[src/sv/isdb_pkg.sv]
// shared types, operation codes and defaults for the double buffered readout engine
package isdb_pkg;

  localparam int FRAME_A_BYTES_DEF = 32;
  localparam int FRAME_B_BYTES_DEF = 32;

  localparam logic [2:0] OP_OFFSET  = 3'd0;
  localparam logic [2:0] OP_READ    = 3'd1;
  localparam logic [2:0] OP_LOAD_A  = 3'd2;
  localparam logic [2:0] OP_LOAD_B  = 3'd3;
  localparam logic [2:0] OP_PUBLISH = 3'd4;

  typedef logic [7:0] idx_t;

  typedef struct packed {
    logic [2:0] operation;
    logic [4:0] byte_index;
    logic [7:0] byte_value;
  } in_item_t;

  typedef struct packed {
    logic [7:0] read_data;
    logic       readout_complete;
    logic       swapped_a;
    logic       swapped_b;
  } out_item_t;

  // read request toward one frame buffer
  typedef struct packed {
    logic half;
    idx_t idx;
  } frm_rd_t;

  // write request toward one frame buffer
  typedef struct packed {
    logic       en;
    logic       half;
    idx_t       idx;
    logic [7:0] data;
  } frm_wr_t;

endpackage

[src/sv/i2c_slave_double_buffered_readout_top.sv]
// top level of the ping-pong buffered readout engine
// an accepted command is captured into item_r and the execute state, and its result is registered onto out_valid
// one command at a time, taken only when idle; busy covers the single execute cycle that
//   consumes the registered read of the frame rams
// reset: synchronous active low; indexes, published halves and readout flag clear, done flags
//   set, frame bytes read as zero until loaded through per-entry valid bits (no clearing pass)
module i2c_slave_double_buffered_readout_top #(
  parameter int FRAME_A_BYTES = isdb_pkg::FRAME_A_BYTES_DEF,
  parameter int FRAME_B_BYTES = isdb_pkg::FRAME_B_BYTES_DEF
) (
  input  logic               clk,
  input  logic               rst_n,
  input  logic               start,
  output logic               busy,
  input  isdb_pkg::in_item_t  in_item,
  output logic               out_valid,
  output isdb_pkg::out_item_t out_result
);

  // results are strobed for one cycle and the receiver cannot stall them

  localparam isdb_pkg::idx_t FA_SIZE = 8'(FRAME_A_BYTES);
  localparam isdb_pkg::idx_t FB_SIZE = 8'(FRAME_B_BYTES);
  localparam isdb_pkg::idx_t FA_LAST = 8'(FRAME_A_BYTES - 1);
  localparam isdb_pkg::idx_t FB_LAST = 8'(FRAME_B_BYTES - 1);

  typedef enum logic {
    S_IDLE,
    S_EXEC
  } state_t;

  state_t              state_r;
  state_t              state_nxt;
  isdb_pkg::in_item_t  item_r;

  // engine state
  isdb_pkg::idx_t      index_a_r, index_a_nxt;
  isdb_pkg::idx_t      index_b_r, index_b_nxt;
  logic                pub_a_r, pub_a_nxt;
  logic                pub_b_r, pub_b_nxt;
  logic                done_a_r, done_a_nxt;
  logic                done_b_r, done_b_nxt;
  logic                rflag_r, rflag_nxt;

  isdb_pkg::out_item_t out_result_r, out_result_nxt;
  logic                out_valid_r, out_valid_nxt;

  isdb_pkg::frm_rd_t   rd_a, rd_b;
  isdb_pkg::frm_wr_t   wr_a, wr_b;
  logic [7:0]          data_a, data_b;

  logic                accept;
  isdb_pkg::idx_t      pos_ext;

  assign accept  = start && (state_r == S_IDLE);
  assign busy    = (state_r == S_EXEC);
  assign pos_ext = {3'b000, item_r.byte_index};

  // the read cursor of each frame is presented every cycle; state only moves
  // at the end of execute, so the data seen in execute matches the accepted command
  assign rd_a = '{half: pub_a_r, idx: index_a_r};
  assign rd_b = '{half: pub_b_r, idx: index_b_r};

  always_comb begin
    state_nxt      = state_r;
    index_a_nxt    = index_a_r;
    index_b_nxt    = index_b_r;
    pub_a_nxt      = pub_a_r;
    pub_b_nxt      = pub_b_r;
    done_a_nxt     = done_a_r;
    done_b_nxt     = done_b_r;
    rflag_nxt      = rflag_r;
    out_result_nxt = '0;
    out_valid_nxt  = 1'b0;
    wr_a           = '{en: 1'b0, half: ~pub_a_r, idx: pos_ext, data: item_r.byte_value};
    wr_b           = '{en: 1'b0, half: ~pub_b_r, idx: pos_ext, data: item_r.byte_value};

    unique case (state_r)
      S_IDLE: begin
        if (accept) begin
          state_nxt = S_EXEC;
        end
      end
      S_EXEC: begin
        state_nxt     = S_IDLE;
        out_valid_nxt = 1'b1;
        case (item_r.operation)
          isdb_pkg::OP_OFFSET: begin
            index_a_nxt = item_r.byte_value;
            index_b_nxt = (item_r.byte_value > FA_SIZE) ? item_r.byte_value - FA_SIZE
                                                        : 8'd0;
            done_a_nxt  = 1'b0;
            done_b_nxt  = 1'b0;
          end
          isdb_pkg::OP_READ: begin
            // frame a first, then frame b, zero once b is exhausted
            if (index_a_r < FA_SIZE) begin
              out_result_nxt.read_data = data_a;
              index_a_nxt              = index_a_r + 8'd1;
            end else if (index_b_r < FB_SIZE) begin
              out_result_nxt.read_data = data_b;
              index_b_nxt              = index_b_r + 8'd1;
            end
            if (index_a_nxt >= FA_LAST) begin
              done_a_nxt = 1'b1;
            end
            if (index_b_nxt >= FB_LAST) begin
              done_b_nxt = 1'b1;
              rflag_nxt  = 1'b1;
            end
          end
          isdb_pkg::OP_LOAD_A: begin
            // loads go to the hidden half, out of frame positions dropped
            wr_a.en = (pos_ext < FA_SIZE);
          end
          isdb_pkg::OP_LOAD_B: begin
            wr_b.en = (pos_ext < FB_SIZE);
          end
          isdb_pkg::OP_PUBLISH: begin
            out_result_nxt.readout_complete = rflag_r;
            out_result_nxt.swapped_a        = done_a_r;
            out_result_nxt.swapped_b        = done_b_r;
            rflag_nxt = 1'b0;
            pub_a_nxt = pub_a_r ^ done_a_r;
            pub_b_nxt = pub_b_r ^ done_b_r;
          end
          default: begin
            // unused codes leave state alone and return zeros
          end
        endcase
      end
      default: begin
        state_nxt = S_IDLE;
      end
    endcase
  end

  always_ff @(posedge clk) begin
    if (!rst_n) begin
      state_r     <= S_IDLE;
      index_a_r   <= 8'd0;
      index_b_r   <= 8'd0;
      pub_a_r     <= 1'b0;
      pub_b_r     <= 1'b0;
      done_a_r    <= 1'b1;
      done_b_r    <= 1'b1;
      rflag_r     <= 1'b0;
      out_valid_r <= 1'b0;
    end else begin
      state_r     <= state_nxt;
      index_a_r   <= index_a_nxt;
      index_b_r   <= index_b_nxt;
      pub_a_r     <= pub_a_nxt;
      pub_b_r     <= pub_b_nxt;
      done_a_r    <= done_a_nxt;
      done_b_r    <= done_b_nxt;
      rflag_r     <= rflag_nxt;
      out_valid_r <= out_valid_nxt;
    end
  end

  // payload registers carry no reset
  always_ff @(posedge clk) begin
    if (accept) begin
      item_r <= in_item;
    end
    out_result_r <= out_result_nxt;
  end

  assign out_valid  = out_valid_r;
  assign out_result = out_result_r;

  isdb_frame #(
    .BYTES (FRAME_A_BYTES)
  ) u_frame_a (
    .clk     (clk),
    .rst_n   (rst_n),
    .rd_req  (rd_a),
    .wr_req  (wr_a),
    .rd_data (data_a)
  );

  isdb_frame #(
    .BYTES (FRAME_B_BYTES)
  ) u_frame_b (
    .clk     (clk),
    .rst_n   (rst_n),
    .rd_req  (rd_b),
    .wr_req  (wr_b),
    .rd_data (data_b)
  );

`ifndef ASSERT_OFF
  // an accepted command always gets its execute cycle
  a_accept_exec: assert property (@(posedge clk) disable iff (!rst_n)
    accept |=> busy)
    else $error("accepted command did not enter execute");

  // execute lasts exactly one cycle
  a_exec_one: assert property (@(posedge clk) disable iff (!rst_n)
    busy |=> !busy)
    else $error("execute held longer than one cycle");

  // every result transfer follows an execute cycle
  a_result_src: assert property (@(posedge clk) disable iff (!rst_n)
    out_valid |-> $past(busy))
    else $error("result strobe without execute");

  // a publish result never carries read data
  a_publish_clean: assert property (@(posedge clk) disable iff (!rst_n)
    out_valid && (out_result.swapped_a || out_result.swapped_b
                  || out_result.readout_complete) |-> out_result.read_data == 8'd0)
    else $error("publish result carries read data");

  // the frame a cursor never runs past the frame through bus reads
  a_index_a_bound: assert property (@(posedge clk) disable iff (!rst_n)
    busy && (item_r.operation == isdb_pkg::OP_READ) && (index_a_r < FA_SIZE)
    |=> index_a_r <= FA_SIZE)
    else $error("frame a cursor overran");
`endif

endmodule

[src/sv/isdb_ram.sv]
// generic single write port ram with registered read
module isdb_ram #(
  parameter int WIDTH = 8,
  parameter int DEPTH = 64
) (
  input  logic                     clk,
  input  logic                     we,
  input  logic [$clog2(DEPTH)-1:0] waddr,
  input  logic [WIDTH-1:0]         wdata,
  input  logic [$clog2(DEPTH)-1:0] raddr,
  output logic [WIDTH-1:0]         rdata
);

  logic [WIDTH-1:0] mem_r [DEPTH];
  logic [WIDTH-1:0] rdata_r;

  always_ff @(posedge clk) begin
    if (we) begin
      mem_r[waddr] <= wdata;
    end
    rdata_r <= mem_r[raddr];
  end

  assign rdata = rdata_r;

endmodule

[src/sv/isdb_frame.sv]
// one ping-pong frame buffer: two halves in one ram, per-entry valid bits read as zero
module isdb_frame #(
  parameter int BYTES = isdb_pkg::FRAME_A_BYTES_DEF
) (
  input  logic             clk,
  input  logic             rst_n,
  input  isdb_pkg::frm_rd_t rd_req,
  input  isdb_pkg::frm_wr_t wr_req,
  output logic [7:0]       rd_data
);

  localparam int DEPTH = 2 * BYTES;
  localparam int AW    = $clog2(DEPTH);
  localparam int IW    = $clog2(BYTES);

  logic [AW-1:0]    raddr;
  logic [AW-1:0]    waddr;
  logic [7:0]       ram_q;
  logic [DEPTH-1:0] valid_r;
  logic [DEPTH-1:0] valid_nxt;
  logic             rd_vld_r;

  // half 1 sits above half 0
  assign raddr = rd_req.half ? AW'(BYTES) + AW'(rd_req.idx[IW-1:0])
                             : AW'(rd_req.idx[IW-1:0]);
  assign waddr = wr_req.half ? AW'(BYTES) + AW'(wr_req.idx[IW-1:0])
                             : AW'(wr_req.idx[IW-1:0]);

  always_comb begin
    valid_nxt = valid_r;
    if (wr_req.en) begin
      valid_nxt[waddr] = 1'b1;
    end
  end

  always_ff @(posedge clk) begin
    if (!rst_n) begin
      valid_r  <= '0;
      rd_vld_r <= 1'b0;
    end else begin
      valid_r  <= valid_nxt;
      rd_vld_r <= valid_r[raddr];
    end
  end

  isdb_ram #(
    .WIDTH (8),
    .DEPTH (DEPTH)
  ) u_ram (
    .clk   (clk),
    .we    (wr_req.en),
    .waddr (waddr),
    .wdata (wr_req.data),
    .raddr (raddr),
    .rdata (ram_q)
  );

  // never written entries read as zero
  assign rd_data = rd_vld_r ? ram_q : 8'd0;

endmodule
[config.mk]
export PLATFORM = sky130hd
export DESIGN_NAME = i2c_slave_double_buffered_readout_top
export DESIGN_NICKNAME = d
export VERILOG_FILES = /design/src/sv/isdb_pkg.sv /design/src/sv/i2c_slave_double_buffered_readout_top.sv /design/src/sv/isdb_ram.sv /design/src/sv/isdb_frame.sv
export SDC_FILE = /design/constraint.sdc
export NUM_CORES = 1
export LEC_CHECK = 0
export BUFFER_PORTS_ARGS = -buffer_cell sky130_fd_sc_hd__buf_4
export CAP_MARGIN = 15
export CELL_PAD_IN_SITES_DETAIL_PLACEMENT = 1
export CELL_PAD_IN_SITES_GLOBAL_PLACEMENT = 1
export CORE_ASPECT_RATIO = 0.75
export CORE_MARGIN = 4
export CORE_UTILIZATION = 30
export CTS_CLUSTER_DIAMETER = 100
export DETAILED_ROUTE_END_ITERATION = 6
export PLACE_DENSITY = 0.45
export SYNTH_ARGS = -nofsm -noshare
export SYNTH_HDL_FRONTEND = slang
export SYNTH_HIERARCHICAL = 1
export SYNTH_SLANG_ARGS = --single-unit
export TNS_END_PERCENT = 1
[constraint.sdc]
create_clock -name clk -period 7 [get_ports clk]
set_clock_uncertainty 0.2 [all_clocks]
set_input_delay 1.05 -clock clk [delete_from_list [all_inputs] [get_ports clk]]
set_output_delay 1.05 -clock clk [all_outputs]
set_load 0.01 [all_outputs]
==> flow_summary.toml, run 1 <==
[placed_design]
dpl_worst_slack_ps = 3150
numPortBuffers = 31
place_hpwl_um = 82700
gp_congestion = 0.745
dp.cells = 4738

[hold_path]
min_path_type = "reg2reg"
hold_depth = 2

[sta]
fin_crit_sh = 0.551
tightest_slew_ps = 1210
slew_headroom = 0.188
fin_ws_ps = 3140
tns_ps = 0
finalMaxSlewViolations = 0
rsz0062_at_grt = "false"
hold_viol = 0
fmax_mhz = 259
period_minus_slack_ps = 3860
setup_viol = 0

[setup_path]
slowest_delay_ps = 850
end_kind = "flip-flop"
crit_path_start_kind = "flip-flop"
crit_chain = "buf_4 -> mux4_2 -> mux2_2 -> o221a_2 -> nor3_1 -> o32ai_1"
cp_data_arrival_time_ps = 4260
cp_max_fo = 29
critPathKind = "reg2reg"
rr_worst_depth = 6
required_ps = 7410
slowest_stage = "nor3_1"

[floorplan]
die_w_um = 472
start_util = 0.302
rows = 127
core_area_um2 = 160000
die_h_um = 356
ios = 32
dieArea_um2 = 168000

[clocking]
cts_htree_levels = 4
clock_latency_ps = 760
cts_buffer_depth = 3
root_buffer = "clkbuf_16"
cts_hold_buf = 0
cts_setup_buffers = 0
clock_sinks = 1220
clk_pin_slew_ps = 60
cts_tree = "done"
cts_resized = 0
numCtsBuffers = 133

[global_routing]
grtUsageMet3 = 0.0294
antenna_found_initial = 5
overflow = 0
met1_usage = 0.242
grt_max_degree = 132
grt_pass1_wl_um = 197000
gr-usage-all-layers = 0.161
global_route.usage.met2 = 0.241
grt-busiest-layer = "met1"
grt_pass1_vias = 27100

[final_layout]
syn2layout_area_growth_pct = 14.1
final_layout_size_suffix_gt1_frac = 0.217
nets = 2769
instances_no_fill = 4985

[logic_synthesis]
synth_area_per_cell_um2 = 18.1
syn_nets = 2697
syn_inst = 2675
ys_warn_count = 6
netlist_area_um2 = 48400

[pwr]
totalPowerFinal_mw = 15.2
ir_drop_mv = 0.197
power.density_nw_per_um2 = 276
p_leak_nw = 16.4

[run_status]
outcome = "finished, final reports clean"

[drt]
vias_per_cell = 5.07
drc_errors = 0
drt_pre_antenna_iters = 5
drt_wl_total_um = 135000
vias = 25300
drt-initial-drc-count = 1922
ant_nets = 0
drt-wirelength-per-cell_um = 27.0

[flow_run]
maxCapViolCount = 0
[state kept, by name, summed over array words and instances, names as in the netlist, 8 cells and up]
| name | flops |
|---|---|
| u_frame_a/u_ram/mem_r | 512 |
| u_frame_b/u_ram/mem_r | 512 |
| u_frame_a/valid_r | 64 |
| u_frame_b/valid_r | 64 |
| item_r | 16 |
| out_result | 11 |
| index_a_r | 8 |
| index_b_r | 8 |
| u_frame_a/u_ram/rdata | 8 |
| u_frame_b/u_ram/rdata | 8 |
[power breakdown]
part | total, mW | switching, mW | internal, mW
logic | 0.445 | 0.312 | 0.133
registers | 7.93 | 0.0283 | 7.90
clock network | 6.87 | 2.90 | 3.98
total | 15.2 | 3.24 | 12.0
[per-layer routing]
metal	wire length (µm)	vias up
met5	18	-
met4	2450	2
met3	5880	169
met2	60400	566
met1	66100	13700
li1	-	10900
[placed cells by master, fill, tap and decap left out, types with 7 or more instances in the layout]
cell and instances:
a22oi_1 16, buf_4 80, clkinv_2 23, mux2_2 32
edfxtp_1 1040, a221oi_1 12, o22ai_1 21, nand2_1 71
nor2_1 276, a21oi_1 66, nand3b_1 9, inv_1 11
clkbuf_16 140, nand3_1 38, nor2b_1 83, nor3_1 19
o221ai_1 17, clkbuf_1 34, o21ai_0 17, mux2i_1 47
bufinv_16 7, a211oi_1 8, mux4_2 273, or3_1 8
and2_1 31, nand2b_1 23, dfxtp_1 170, clkinv_1 20
mux4_1 13, o21a_1 84, nand4_1 7
[critical path: cells and delay by family (launching register included)]
kind	cells	cell delay, ps
compound gates	2	460
flops	1	730
buf+inv	1	560
simple gates	1	850
mux	2	850
[final timing paths]
path | startpoint | endpoint | slack (ps)
min reg2reg | rflag_r | rflag_r | 250
max | index_b_r[0] | u_frame_b/u_ram/rdata[6] | 3140
max reg2reg | index_b_r[0] | u_frame_b/u_ram/rdata[6] | 3140
min | rflag_r | rflag_r | 250
[per-stage QoR]
stage | area (µm²) | hold WS [ps] | util
5_1_grt | 55200 | 213 | 0.345
4_1_cts | 55100 | 200 | 0.345
3_3_place_gp | 50900 | 237 | 0.318
3_5_place_dp | 50900 | 248 | 0.318
2_1_floorplan | 48400 | 217 | -
6_report | 55200 | 255 | 0.345
[final cells by class]
class | count | area, µm²
inverters | 11 | 41.3
well taps | 2128 | 2660
clock buffers | 178 | 3690
diodes | 1 | 2.50
repair buffers | 86 | 712
clock inverters | 66 | 572
fillers | 15900 | 105000
flip-flops and latches | 1220 | 34900
multi-input cells | 1295 | 12600
Note: power is estimated with default switching activity, not from simulation.
==> run 2, diff against run 1 <==
--- a/config.mk
+++ b/config.mk
@@ -5,6 +5,7 @@
 export SDC_FILE = /design/constraint.sdc
 export NUM_CORES = 1
 export LEC_CHECK = 0
+export ABC_AREA = 1
 export BUFFER_PORTS_ARGS = -buffer_cell sky130_fd_sc_hd__buf_4
 export CAP_MARGIN = 15
 export CELL_PAD_IN_SITES_DETAIL_PLACEMENT = 1
@@ -14,7 +15,7 @@
 export CORE_UTILIZATION = 30
 export CTS_CLUSTER_DIAMETER = 100
 export DETAILED_ROUTE_END_ITERATION = 6
-export PLACE_DENSITY = 0.45
+export PLACE_DENSITY = 0.5
 export SYNTH_ARGS = -nofsm -noshare
 export SYNTH_HDL_FRONTEND = slang
 export SYNTH_HIERARCHICAL = 1
==> constraint.sdc (replaced) <==
create_clock -name clk -period 3.4 [get_ports clk]
set_clock_uncertainty 0.2 [all_clocks]
set_input_delay 0.51 -clock clk [delete_from_list [all_inputs] [get_ports clk]]
set_output_delay 0.51 -clock clk [all_outputs]
set_load 0.01 [all_outputs]
==> flow_summary.toml, run 2 <==
[clocking]
clock_latency_ps = 760
cts_tree = "done"
clk_pin_slew_ps = 60
cts_resized = 0
clock_sinks = 1220
numCtsBuffers = 135
cts_buffer_depth = 3
root_buffer = "clkbuf_16"
cts_htree_levels = 4

[setup_path]
slowest_stage = "nor2_1"
cp_max_fo = 10
end_kind = "flip-flop"
crit_chain = "inv_1 -> nand2_1 -> nor3_1 -> buf_4 -> nand4_1 -> buf_4 -> nor2_1"
cp_data_arrival_time_ps = 2980
crit_path_start_kind = "flip-flop"
slowest_delay_ps = 640
critPathKind = "reg2reg"
required_ps = 3580
cpMostUsedCell = "buf_4"

[sta]
fmax_mhz = 357
tns_ps = 0
setup_viol = 0
slew_headroom = 0.254
fin_crit_sh = 0.823
period_minus_slack_ps = 2800
fin_ws_ps = 602
holdWs_ps = 260
tightest_slew_ps = 1110
finalMaxSlewViolations = 0
hold_viol = 0
rsz0062_at_grt = "false"

[logic_synthesis]
netlist_area_um2 = 50700
ys_warn_count = 6
syn_inst = 4688
syn_nets = 4710
synth_area_per_cell_um2 = 10.8

[floorplan]
rows = 130
die_h_um = 364
die_w_um = 483
start_util = 0.302
core_area_um2 = 168000
ios = 32
dieArea_um2 = 176000

[placed_design]
numPortBuffers = 31
dpl_worst_slack_ps = 564
dp.cells = 6881
gp_congestion = 0.760
place_hpwl_um = 96700

[pwr]
clkPwrFrac = 0.439
p_int_mw = 24.6
comb_power_share = 0.047
power.density_nw_per_um2 = 548
seq_power_share = 0.514
switching_share = 0.226
ir_drop_mv = 0.481
p_leak_nw = 20.7
p_switching_mw = 7.19

[final_layout]
instances_no_fill = 7136
nets = 4814
fin_util = 0.346
final_common_cell = "nand2_1"
final_layout_size_suffix_gt1_frac = 0.0969
fillers = 18500
final_cell_mix = "nand2_1 (1529), edfxtp_1 (1040), nand3_1 (999)"
top_regs = "u_frame_a/u_ram/mem_r x512, u_frame_b/u_ram/mem_r x512"
syn2layout_area_growth_pct = 14.4

[drt]
drt_wl_total_um = 163000
vias_per_cell = 4.92
vias = 35100
ant_nets = 0
drt-initial-drc-count = 2495
drc_errors = 0
drt-wirelength-per-cell_um = 22.9
drt_pre_antenna_iters = 5

[run_status]
outcome = "finished, final reports clean"

[global_routing]
gr-usage-all-layers = 0.185
antenna_found_initial = 4
grt_max_degree = 131
overflow = 0
grt_pass1_vias = 35900
grt_pass1_wl_um = 243000

[hold_path]
min_path_type = "reg2reg"

[flow_run]
maxCapViolCount = 0
[run 2: critical path, delay by kind of cell (launching register included)]
kind | cells | cell delay, ps
AND/OR/NAND/NOR | 4 | 1100
buffers and inverters | 3 | 630
flip-flops | 1 | 460
[run 2: final timing paths]
path	from	to	slack (ps)	depth (start not counted)
min reg2reg	u_frame_a/valid_r[55]	u_frame_a/valid_r[55]	260	2
max	item_r[15]	u_frame_b/u_ram/mem_r[2][2]	600	7
min	u_frame_a/valid_r[55]	u_frame_a/valid_r[55]	260	2
max reg2reg	item_r[15]	u_frame_b/u_ram/mem_r[2][2]	600	7
[run 2: repair_timing]
| item | in CTS | in global routing |
|---|---|---|
| hold buffers | 18 | 0 |
| hold endpoints to repair | 33 | 0 |
| buffers inserted | 0 | 0 |
[run 2: layout make-up]
cell class                      instances  area (µm²)  share of cell area
Sequential cell                      1220       34900               0.600
Tap cell                             2244        2810              0.0484
Clock buffer                          173        3700              0.0637
Inverter                              110         438             0.00754
Timing Repair Buffer                  242        2200              0.0379
Clock inverter                         62         410             0.00707
Antenna cell                            2        5.00           0.0000862
Multi-Input combinational cell       3083       13600               0.235
[run 2: per-stage QoR]
step / total power, mW / area, µm²
finish: 31.8 / 58100
global route: 33.1 / 58100
CTS: 32.3 / 58100
detailed placement: 18.2 / 53800
global placement: 18.2 / 53800
floorplan: 17.5 / 50700
[run 2: per-layer routing]
layer / part of all wire / global-route usage
met5: 0 / 0
met4: 0.019 / 0.0422
met3: 0.048 / 0.0297
met2: 0.42 / 0.269
met1: 0.51 / 0.286
[run 2: power groups by stage]
stage               combinational [mW]  clock (mW)  sequential [mW]
global route                      1.66        15.1             16.3
global placement                  1.51           0             16.7
CTS                               1.53        14.4             16.4
finish                            1.50        14.0             16.4
floorplan                        0.788           0             16.7
detailed placement                1.51           0             16.7
